### src/design/edaf_pkg.sv
// Shared types and constants for the EWMA deviation anomaly flag block.
// Used by the controller, the datapath and the top level; depends on nothing.
package edaf_pkg;

  localparam int unsigned LOSS_W   = 32;
  localparam int unsigned SMOOTH_W = 17;
  localparam int unsigned GAIN_W   = 16;
  localparam int unsigned CFG_IDX_W = 2;
  localparam int unsigned PROD_W   = SMOOTH_W + LOSS_W;
  localparam int unsigned STATE_W  = 4;

  // Q1.16 one for the weight and Q16.16 one for the deviation sentinel.
  localparam logic [SMOOTH_W-1:0] WEIGHT_ONE = 17'd65536;
  localparam logic [LOSS_W-1:0]   DEV_ONE    = 32'd65536;
  localparam logic [PROD_W:0]     ROUND_HALF = 50'd32768;

  // Reset values of the registers.
  localparam logic [SMOOTH_W-1:0] SMOOTH_RST = 17'd6554;
  localparam logic [GAIN_W-1:0]   GAIN_RST   = 16'd512;

  // Register indexes on the write port.
  localparam logic [CFG_IDX_W-1:0] CFG_SMOOTHING = 2'd0;
  localparam logic [CFG_IDX_W-1:0] CFG_GAIN      = 2'd1;
  localparam logic [CFG_IDX_W-1:0] CFG_AVG_ONLY  = 2'd2;

  // Operand pair fed to the shared multiplier.
  typedef enum logic [2:0] {
    MUL_W_LOSS,
    MUL_WC_AVG,
    MUL_WC_DEV,
    MUL_W_DIFF,
    MUL_K_DEV
  } mul_sel_e;

  typedef struct packed {
    logic     loss_load;
    mul_sel_e mul_sel;
    logic     acc_load;
    logic     avg_upd;
    logic     diff_load;
    logic     dev_upd;
    logic     lvl_upd;
    logic     out_load;
  } dp_cmd_t;

  typedef struct packed {
    logic avg_only;
  } dp_sts_t;

endpackage

### src/design/edaf_ctrl.sv
// Sequencer for the anomaly flag block: steps one sample through the
// shared multiplier and owns the handshakes. Depends on edaf_pkg.
module edaf_ctrl (
  input  logic             clk_i,
  input  logic             rst_ni,
  input  logic             in_valid_i,
  output logic             in_ready_o,
  output logic             out_valid_o,
  input  logic             out_ready_i,
  input  edaf_pkg::dp_sts_t sts_i,
  output edaf_pkg::dp_cmd_t cmd_o
);

  localparam logic [edaf_pkg::STATE_W-1:0] S_IDLE = 4'd0;
  localparam logic [edaf_pkg::STATE_W-1:0] S_MA   = 4'd1;
  localparam logic [edaf_pkg::STATE_W-1:0] S_MB   = 4'd2;
  localparam logic [edaf_pkg::STATE_W-1:0] S_AVG  = 4'd3;
  localparam logic [edaf_pkg::STATE_W-1:0] S_D1   = 4'd4;
  localparam logic [edaf_pkg::STATE_W-1:0] S_D2   = 4'd5;
  localparam logic [edaf_pkg::STATE_W-1:0] S_DEV  = 4'd6;
  localparam logic [edaf_pkg::STATE_W-1:0] S_KM   = 4'd7;
  localparam logic [edaf_pkg::STATE_W-1:0] S_EVT  = 4'd8;
  localparam logic [edaf_pkg::STATE_W-1:0] S_OUT  = 4'd9;

  logic [edaf_pkg::STATE_W-1:0] state_q, state_d;
  logic out_valid_q, out_valid_d;
  logic out_free;

  assign out_free    = !out_valid_q || out_ready_i;
  assign in_ready_o  = (state_q == S_IDLE);
  assign out_valid_o = out_valid_q;

  always_comb begin
    state_d = state_q;
    cmd_o = '0;
    cmd_o.mul_sel = edaf_pkg::MUL_W_LOSS;
    unique case (state_q)
      S_IDLE: begin
        if (in_valid_i) begin
          cmd_o.loss_load = 1'b1;
          state_d = S_MA;
        end
      end
      S_MA: begin
        cmd_o.mul_sel = edaf_pkg::MUL_W_LOSS;
        state_d = S_MB;
      end
      S_MB: begin
        cmd_o.mul_sel  = edaf_pkg::MUL_WC_AVG;
        cmd_o.acc_load = 1'b1;
        state_d = S_AVG;
      end
      S_AVG: begin
        cmd_o.avg_upd = 1'b1;
        state_d = sts_i.avg_only ? S_OUT : S_D1;
      end
      S_D1: begin
        cmd_o.mul_sel   = edaf_pkg::MUL_WC_DEV;
        cmd_o.diff_load = 1'b1;
        state_d = S_D2;
      end
      S_D2: begin
        cmd_o.mul_sel  = edaf_pkg::MUL_W_DIFF;
        cmd_o.acc_load = 1'b1;
        state_d = S_DEV;
      end
      S_DEV: begin
        cmd_o.dev_upd = 1'b1;
        state_d = S_KM;
      end
      S_KM: begin
        cmd_o.mul_sel = edaf_pkg::MUL_K_DEV;
        state_d = S_EVT;
      end
      S_EVT: begin
        cmd_o.lvl_upd = 1'b1;
        state_d = S_OUT;
      end
      S_OUT: begin
        if (out_free) begin
          cmd_o.out_load = 1'b1;
          state_d = S_IDLE;
        end
      end
      default: begin
        state_d = S_IDLE;
      end
    endcase
  end

  always_comb begin
    priority if (cmd_o.out_load) begin
      out_valid_d = 1'b1;
    end else if (out_ready_i) begin
      out_valid_d = 1'b0;
    end else begin
      out_valid_d = out_valid_q;
    end
  end

  always_ff @(posedge clk_i or negedge rst_ni) begin
    if (!rst_ni) begin
      state_q     <= S_IDLE;
      out_valid_q <= 1'b0;
    end else begin
      state_q     <= state_d;
      out_valid_q <= out_valid_d;
    end
  end

endmodule

### src/design/edaf_dp.sv
// Datapath for the anomaly flag block: registers, running state and one
// shared 17x32 multiplier with a rounding accumulator. Depends on edaf_pkg.
module edaf_dp (
  input  logic                               clk_i,
  input  logic                               rst_ni,
  input  logic                               cfg_valid_i,
  input  logic [edaf_pkg::CFG_IDX_W-1:0]     cfg_index_i,
  input  logic [edaf_pkg::SMOOTH_W-1:0]      cfg_data_i,
  input  logic [edaf_pkg::LOSS_W-1:0]        loss_i,
  output logic                               anomaly_o,
  input  edaf_pkg::dp_cmd_t                  cmd_i,
  output edaf_pkg::dp_sts_t                  sts_o
);

  logic [edaf_pkg::SMOOTH_W-1:0] smooth_q;
  logic [edaf_pkg::GAIN_W-1:0]   gain_q;
  logic                          avg_only_q;

  logic [edaf_pkg::LOSS_W-1:0]   loss_q, diff_q;
  logic [edaf_pkg::LOSS_W-1:0]   avg_q, dev_q, event_q, normal_q;
  logic [edaf_pkg::PROD_W-1:0]   prod_q, acc_q;
  logic                          anomaly_q;

  logic [edaf_pkg::SMOOTH_W-1:0] weight, weight_c, mul_a;
  logic [edaf_pkg::LOSS_W-1:0]   mul_b;
  logic [edaf_pkg::PROD_W-1:0]   prod_d;
  logic [edaf_pkg::PROD_W:0]     blend_sum;
  logic [edaf_pkg::LOSS_W-1:0]   blend_res, diff_d;
  logic [edaf_pkg::PROD_W-1:0]   lhs, rhs;
  logic [edaf_pkg::LOSS_W:0]     lvl_sum, loss_x2;
  logic                          flag_d;

  always_ff @(posedge clk_i or negedge rst_ni) begin
    if (!rst_ni) begin
      smooth_q   <= edaf_pkg::SMOOTH_RST;
      gain_q     <= edaf_pkg::GAIN_RST;
      avg_only_q <= 1'b0;
    end else if (cfg_valid_i) begin
      if (cfg_index_i == edaf_pkg::CFG_SMOOTHING) begin
        smooth_q <= cfg_data_i;
      end
      if (cfg_index_i == edaf_pkg::CFG_GAIN) begin
        gain_q <= cfg_data_i[edaf_pkg::GAIN_W-1:0];
      end
      if (cfg_index_i == edaf_pkg::CFG_AVG_ONLY) begin
        avg_only_q <= cfg_data_i[0];
      end
    end
  end

  assign sts_o.avg_only = avg_only_q;

  // Weights above one saturate to one.
  assign weight   = (smooth_q > edaf_pkg::WEIGHT_ONE) ? edaf_pkg::WEIGHT_ONE : smooth_q;
  assign weight_c = edaf_pkg::WEIGHT_ONE - weight;

  always_comb begin
    unique case (cmd_i.mul_sel)
      edaf_pkg::MUL_W_LOSS: begin
        mul_a = weight;
        mul_b = loss_q;
      end
      edaf_pkg::MUL_WC_AVG: begin
        mul_a = weight_c;
        mul_b = avg_q;
      end
      edaf_pkg::MUL_WC_DEV: begin
        mul_a = weight_c;
        mul_b = dev_q;
      end
      edaf_pkg::MUL_W_DIFF: begin
        mul_a = weight;
        mul_b = diff_q;
      end
      edaf_pkg::MUL_K_DEV: begin
        mul_a = edaf_pkg::SMOOTH_W'(gain_q);
        mul_b = dev_q;
      end
      default: begin
        mul_a = '0;
        mul_b = '0;
      end
    endcase
  end

  assign prod_d = edaf_pkg::PROD_W'(mul_a) * edaf_pkg::PROD_W'(mul_b);

  // The blend never exceeds the larger input, so bits above 47 stay zero.
  assign blend_sum = (edaf_pkg::PROD_W + 1)'(acc_q) + (edaf_pkg::PROD_W + 1)'(prod_q)
                     + edaf_pkg::ROUND_HALF;
  assign blend_res = blend_sum[edaf_pkg::LOSS_W+15:16];

  assign diff_d = (loss_q >= avg_q) ? (loss_q - avg_q) : (avg_q - loss_q);

  // Event test in Q25.24: avg + k*dev < loss.
  assign lhs = edaf_pkg::PROD_W'({avg_q, 8'h00}) + prod_q;
  assign rhs = edaf_pkg::PROD_W'({loss_q, 8'h00});

  assign lvl_sum = (edaf_pkg::LOSS_W + 1)'(event_q) + (edaf_pkg::LOSS_W + 1)'(normal_q);
  assign loss_x2 = {loss_q, 1'b0};
  assign flag_d  = avg_only_q ? (loss_x2 > {1'b0, avg_q}) : (loss_x2 > lvl_sum);

  always_ff @(posedge clk_i) begin
    prod_q <= prod_d;
    if (cmd_i.loss_load) begin
      loss_q <= loss_i;
    end
    if (cmd_i.acc_load) begin
      acc_q <= prod_q;
    end
    if (cmd_i.diff_load) begin
      diff_q <= diff_d;
    end
    if (cmd_i.out_load) begin
      anomaly_q <= flag_d;
    end
  end

  always_ff @(posedge clk_i or negedge rst_ni) begin
    if (!rst_ni) begin
      avg_q    <= '0;
      dev_q    <= edaf_pkg::DEV_ONE;
      event_q  <= '0;
      normal_q <= '0;
    end else begin
      if (cmd_i.avg_upd) begin
        avg_q <= (avg_q != '0) ? blend_res : loss_q;
      end
      if (cmd_i.dev_upd) begin
        dev_q <= (dev_q != edaf_pkg::DEV_ONE) ? blend_res : loss_q;
      end
      if (cmd_i.lvl_upd) begin
        if (lhs < rhs) begin
          event_q <= loss_q;
        end else begin
          normal_q <= loss_q;
        end
      end
    end
  end

  assign anomaly_o = anomaly_q;

endmodule

### src/design/ema_deviation_anomaly_flag_core.sv
// Top level of the EWMA deviation anomaly flag block.
// Instantiates edaf_ctrl and edaf_dp; types and constants from edaf_pkg.

// One loss sample (unsigned Q16.16) in, one anomaly bit out. One 17x32
// multiplier forms the five products of the average, deviation and event
// tests one after another, so a sample is through its steps before the next
// is taken; average-only mode skips the deviation and event steps.
// The result sits in an output register, so the next sample is taken while a
// flag still waits. A sample that finishes while the previous flag is still
// waiting holds in its last step until that flag is taken. Registers (0
// smoothing, 1 deviation gain, 2 average-only mode) are always writable and
// must be changed only while the block is idle.
module ema_deviation_anomaly_flag_core (
  input  logic                               clk_i,
  input  logic                               rst_ni,
  input  logic                               cfg_valid_i,
  output logic                               cfg_ready_o,
  input  logic [edaf_pkg::CFG_IDX_W-1:0]     cfg_index_i,
  input  logic [edaf_pkg::SMOOTH_W-1:0]      cfg_data_i,
  input  logic                               in_valid_i,
  output logic                               in_ready_o,
  input  logic [edaf_pkg::LOSS_W-1:0]        loss_i,
  output logic                               out_valid_o,
  input  logic                               out_ready_i,
  output logic                               anomaly_o
);

  edaf_pkg::dp_cmd_t cmd;
  edaf_pkg::dp_sts_t sts;

  assign cfg_ready_o = 1'b1;

  edaf_ctrl u_ctrl (
    .clk_i       (clk_i),
    .rst_ni      (rst_ni),
    .in_valid_i  (in_valid_i),
    .in_ready_o  (in_ready_o),
    .out_valid_o (out_valid_o),
    .out_ready_i (out_ready_i),
    .sts_i       (sts),
    .cmd_o       (cmd)
  );

  edaf_dp u_dp (
    .clk_i       (clk_i),
    .rst_ni      (rst_ni),
    .cfg_valid_i (cfg_valid_i),
    .cfg_index_i (cfg_index_i),
    .cfg_data_i  (cfg_data_i),
    .loss_i      (loss_i),
    .anomaly_o   (anomaly_o),
    .cmd_i       (cmd),
    .sts_o       (sts)
  );

endmodule

### config.mk
export PLATFORM = sky130hd
export DESIGN_NAME = ema_deviation_anomaly_flag_core
export DESIGN_NICKNAME = d
export VERILOG_FILES = /design/src/design/edaf_pkg.sv /design/src/design/edaf_ctrl.sv /design/src/design/edaf_dp.sv /design/src/design/ema_deviation_anomaly_flag_core.sv
export SDC_FILE = /design/constraint.sdc
export NUM_CORES = 2
export LEC_CHECK = 0
export BUFFER_PORTS_ARGS = -buffer_cell sky130_fd_sc_hd__buf_2
export CAP_MARGIN = 20
export CORE_MARGIN = 4
export CORE_UTILIZATION = 60
export CTS_BUF_LIST = sky130_fd_sc_hd__clkbuf_4
export DETAILED_ROUTE_END_ITERATION = 16
export GPL_TIMING_DRIVEN = 0
export PLACE_DENSITY = 0.79
export SLEW_MARGIN = 20
export SYNTH_ARGS = -nofsm -noshare
export SYNTH_HDL_FRONTEND = slang
export SYNTH_SLANG_ARGS = --single-unit
### constraint.sdc
create_clock -name clk_i -period 11.2 [get_ports clk_i]
set_clock_uncertainty 0.15 [all_clocks]
set_input_delay 1.12 -clock clk_i [delete_from_list [all_inputs] [get_ports clk_i]]
set_output_delay 1.12 -clock clk_i [all_outputs]
set_load 0.1 [all_outputs]
Word-level counts from Yosys, hierarchy flattened
Cells that the tools add are included.
{"block": "totals", "regBits": 329, "output_inout_bits": 4}
{"block": "op_classes", "add_sub_neg": 7, "n_mul": 1, "n_lt_le_gt_ge": 5, "eq_ne": 18, "muxes": 23, "n_bitwise": 1, "n_reduce_logical": 17}
{"op": "32-bit case mux with 4 select lines", "n": 1}
{"op": "32-bit 2-to-1 mux", "n": 3}
{"op": "32-bit subtractor", "n": 2}
{"op": "17-bit case mux with 3 select lines", "n": 1}
{"op": "40-bit by 49-bit adder with 49-bit output", "n": 1}
{"op": "49-bit by 40-bit < comparator with 1-bit output", "n": 1}
{"op": "17-bit by 32-bit multiplier with 49-bit output", "n": 1}
{"op": "48-bit by 16-bit adder with 48-bit output (second input constant)", "n": 1}
{"op": "48-bit adder", "n": 1}
{"op": "4-bit case mux with 10 select lines", "n": 1}
{"op": "32-bit by 32-bit adder with 33-bit output", "n": 1}
{"op": "33-bit by 32-bit > comparator with 1-bit output", "n": 1}
{"op": "33-bit > comparator", "n": 1}
{"op": "32-bit >= comparator", "n": 1}
{"op": "32-bit by 17-bit != test with 1-bit output (second input constant)", "n": 1}
{"op": "32-bit nonzero test", "n": 1}
{"op": "17-bit > comparator (second input constant)", "n": 1}
{"op": "17-bit 2-to-1 mux", "n": 1}
{"op": "17-bit subtractor (first input constant)", "n": 1}
{"op": "4-bit by 3-bit equality test with 1-bit output (second input constant)", "n": 4}
{"op": "1-bit 2-to-1 mux", "n": 12}
{"op": "4-bit 2-to-1 mux", "n": 3}
{"op": "3-bit case mux with 4 select lines", "n": 1}
{"op": "2-bit AND reduction", "n": 6}
{"op": "other kinds (18)", "n": 24}

Logic depth before layout (Yosys ltp)
{"block": "depth", "ltp_word": 6, "depth_mapped": 36, "mapped_depth_nobuf": 32}

Modules after synthesis
From an unflattened synthesis, not the netlist that was laid out.
{"block": "hier_totals", "hier_cells": 4637, "area_unflattened_um2": 41644.9}
{"mod": "edaf_dp", "n_inst": 1, "cells_per_inst": 4593, "area_per_inst_um2": 41238.3}
{"mod": "edaf_ctrl", "n_inst": 1, "cells_per_inst": 42, "area_per_inst_um2": 395.4}
{"mod": "ema_deviation_anomaly_flag_core", "n_inst": 1, "cells_per_inst": 2, "area_per_inst_um2": 11.3}

Worst setup path after synthesis
No wires, ideal clock.
{"block": "synth_path", "path_type": "register -> register", "from": "register u_ctrl.state_q[3] (netlist name)", "to": "register u_dp.prod_q[44] (netlist name)", "arrival_ns": 10.331, "t_required_ns": 10.930, "path_slack_ns": 0.599, "stages_incl_launch_ff": 33, "synth_period_minus_slack_ns": 10.601, "path_cell_list": "dfrtp_1 > nand2b_1 > nor3_1 > nor2_1 > nor2_1 > and3_1 > o21ai_1 > nand3_1 > clkbuf_1 > nand2_1 > fa_1 > inv_1 > fa_1 > inv_1 > fa_1 > inv_1 > fa_1 > fa_1 > inv_1 > fa_1 > inv_1 > ha_1 > a21o_1 > a21o_1 > o21ai_0 > a221o_1 > a31o_2 > a21boi_0 > a31oi_1 > o211a_1 > o31ai_1 > a21oi_1 > xnor2_1"}
{"block": "synth_via", "elab_chain_cells": 6, "word_cells_on_any_way": 16}
{"item": "from (decl)", "line_no": "edaf_ctrl.sv:25", "text": "logic [edaf_pkg::STATE_W-1:0] state_q, state_d;"}
{"item": "from (signal assigned)", "line_no": "edaf_ctrl.sv:106", "text": "state_q <= state_d;"}
{"item": "4-bit by 3-bit equality test with 1-bit output or 4-bit by 2-bit equality test with 1-bit output (tied branches)", "line_no": "edaf_ctrl.sv:37", "text": "unique case (state_q)"}
{"item": "3-bit case mux with 4 select lines (*)", "line_no": "edaf_ctrl.sv:37"}
{"item": "3-bit by 2-bit equality test with 1-bit output (tied with other cells)", "line_no": "edaf_dp.sv:58", "text": "unique case (cmd_i.mul_sel)"}
{"item": "2-bit OR reduction (no source line)"}
{"item": "32-bit case mux with 4 select lines or 17-bit case mux with 3 select lines (tied branches)", "line_no": "edaf_dp.sv:58"}
{"item": "17-bit by 32-bit multiplier with 49-bit output (*)", "line_no": "edaf_dp.sv:86", "text": "assign prod_d = edaf_pkg::PROD_W'(mul_a) * edaf_pkg::PROD_W'(mul_b);"}
{"item": "net u_dp.prod_d (one bit)", "line_no": "edaf_dp.sv:26", "text": "logic [edaf_pkg::PROD_W-1:0] prod_d;"}
{"item": "to (signal assigned)", "line_no": "edaf_dp.sv:104", "text": "prod_q <= prod_d;"}
{"item": "to (decl)", "line_no": "edaf_dp.sv:21", "text": "logic [edaf_pkg::PROD_W-1:0] prod_q, acc_q;"}
Mark *: on every way through the listed nets, which the timed path passes. The rest lies on a longest branch.
A chain may end at the register's enable or synchronous reset.

Worst setup path after layout
{"block": "layout_path", "from": "register u_ctrl.state_q[0] (netlist name)", "to": "register u_dp.prod_q[47] (netlist name)"}
Same word-level chain as after synthesis.

==> flow_metrics.tcl <==
set metrics [dict create \
    num-nets-final 5800 \
    outcome "completed" \
    ys_seq_elements 329 \
    die_area_um2 73500 \
    wl_mm 132 \
    crit_path_top_delay_cell "a2111oi_1" \
    max_stage_delay_ps 600 \
    cts.sinks 329 \
    initial_utilization 0.605 \
    die_height_um 271 \
    synth_warnings 0 \
    gp_congestion 1.03 \
    drtAntennaViolNets 0 \
    yosysTopAreaCellShare 0.218 \
    synthFlopType "dfrtp_1" \
    wl_met2_mm 56.0 \
    async_flop_share 0.508 \
    fmax_mhz 90.6 \
    track_usage 0.357 \
    cts_htree_levels 3 \
    final_hold_viol_count 0 \
    synth_cell_types 82 \
    holdBufCountCts 0 \
    fin_crit_sh 0.985 \
    syn_to_final_growth_pct 6.97 \
    viasPerCell 6.10 \
    grt_pass1_wl_mm 202 \
    multi_input_area_um2 29600 \
    finalSetupTns_ps 0 \
    grt_pass1_vias 35200 \
    regArea_um2 8560 \
    synth-edff-count 113 \
    slew_violations 0 \
    crit_buf_inv 7 \
    antenna_found_initial 6 \
    grt_max_degree 87 \
    place_hpwl_mm 108 \
    critical_path_arrival_ps 11600 \
    cts_tree "yes" \
    wl_per_cell_um 22.4 \
    yosysSeqAreaShare 0.206 \
    synth_area_um2 41500 \
    drtPass1Iterations 9 \
    top_layer "met5" \
    clkLatencyLatePin_ps 920 \
    row_count 96 \
    portBuffers 58 \
    setup_viol 0 \
    core_area_um2 68600 \
    cp-end-kind "flop" \
    crit_path_start_kind "flop" \
    min_period_ps 11030 \
    crit_family "adder cells" \
    synth_area_per_cell_um2 8.84 \
    path_class "reg2reg" \
    synth.area.top_cells "fa_1, ha_1, dfrtp_1, edfxtp_1, inv_1" \
    maxCapViolations 0 \
    nFillCells 5821 \
    crit_required_ps 11770 \
    hold_path_class "in2async" \
    drc 0 \
    synth_largest_area_cell "fa_1" \
    vias 35800 \
    cts_root_buf "clkbuf_4" \
    drive_gt1_frac 0.0776 \
    syn_inst 4695 \
    wl_met3_mm 15.8 \
    die_w_um 271 \
    clk_path_buf_depth 3 \
    io_pins 60 \
    numCtsBuffers 94 \
    initialDrtViolationCount 4023 \
    rsz0062_at_grt "false" \
    synth_nets 5640 \
    overflow 0 \
    drt-met1-wl_mm 54.0 \
    worstPathMaxFanout 10 \
    tightest_slew_ps 1310 \
    crit_top_cell "fa_1" \
    slew_headroom 0.122 \
    clkTransAtPathRegs_ps 70 \
]
[cells by family after synthesis]
logic type	after synthesis	synth area share
and+or+nand+nor	1328	0.146
AOI/OAI and AO/OA	987	0.148
adders and majority gates	889	0.350
buffers and inverters	878	0.0813
DFF	329	0.206
xor gates and xnor gates	161	0.0340
muxes	122	0.0352
other	1	0.0000903
[cell usage in the layout, fill, tap and decap left out, types with 49 or more instances in the layout]
cell type  instances
a21o_1           127
a21oi_1          366
and2_1            58
buf_2             67
clkbuf_1         162
clkbuf_4         130
dfrtp_1          158
dfxtp_1           49
edfxtp_1         113
fa_1             453
ha_1             436
inv_1            685
mux2_2            71
nand2_1          660
nand2b_1          51
nand3_1           50
nand4_1           69
nor2_1           233
nor2b_1           50
o21ai_0          193
xnor2_1           98
xor2_1            63
[cells in the mapped netlist (21+ instances only)]
library cell and n:
a211oi_1 42, a21o_1 127, a21oi_1 366, a222oi_1 22, a31oi_1 29, and2_1 59, and3_1 26, clkbuf_1 173
dfrtp_1 158, dfxtp_1 49, edfxtp_1 113, fa_1 453, ha_1 436, inv_1 685, mux2_2 71, mux2_4 30
mux2i_1 21, nand2_1 660, nand2b_1 51, nand3_1 51, nand4_1 69, nor2_1 233, nor2b_1 50, nor3_1 42
nor4_1 25, o21a_1 30, o21ai_0 194, o21bai_1 34, xnor2_1 98, xor2_1 63
[path summary, 6_finish.rpt]
path	from	endpoint	slack, ps	cells after the start
worst max-delay path	u_ctrl.state_q[0]	u_dp.prod_q[47]	170	30
worst min-delay path	rst_ni	u_dp.dev_q[26]	70	1
worst max register to register	u_ctrl.state_q[0]	u_dp.prod_q[47]	170	30
worst min register to register	u_dp.prod_q[33]	u_dp.acc_q[33]	240	0
max in group asynchronous	rst_ni	u_dp.smooth_q[3]	9750	2
min in group clk_i	loss_i[5]	u_dp.loss_q[5]	240	1
[through the flow]
step | std cells | hold slack [ps] | setup slack (ps) | cell area (um2) | util
after global placement | 5684 | 268 | -3750 | 43000 | 0.626
after global routing | 5870 | 73.8 | 39.7 | 44400 | 0.647
after detailed placement | 5692 | 278 | -176 | 43100 | 0.628
after floorplan | 4695 | 258 | 599 | 41500 | -
after CTS | 5869 | 52.4 | 85.7 | 44400 | 0.647
final | 5875 | 69.1 | 167 | 44400 | 0.647
[sequential cells by signal, summed over array words and instances, names as in the netlist]
register / cells
u_dp.prod_q: 49
u_dp.acc_q: 48
u_dp.avg_q: 32
u_dp.dev_q: 32
u_dp.diff_q: 32
u_dp.event_q: 32
u_dp.loss_q: 32
u_dp.normal_q: 32
u_dp.smooth_q: 17
u_dp.gain_q: 16
u_ctrl.state_q: 4
u_ctrl.out_valid_o: 1
u_dp.anomaly_o: 1
u_dp.sts_o: 1
[per-layer routing]
layer,vias to the layer above,global-route usage
li1,16100,-
met1,17400,0.497
met2,1961,0.525
met3,338,0.106
met4,2,0.142
met5,-,0.0118
[what timing repair did]
| action | in CTS | in global routing |
|---|---|---|
| buffers inserted | 0 | 0 |
| setup endpoints to repair | 5 | 12 |
| gates resized for setup | 3 | 18 |
[final cells by class]
type / count / share of cell area
multi-input combinational: 3488 / 0.667
sequential: 329 / 0.193
inverter: 685 / 0.0579
tap: 931 / 0.0262
clock buffer: 130 / 0.0220
buffer: 190 / 0.0181
timing repair buffer: 67 / 0.00907
clock inverter: 48 / 0.00631
antenna: 7 / 0.000394
Power is not shown: default switching activity piles up to over one toggle a cycle in this logic, so the estimate is an artifact.
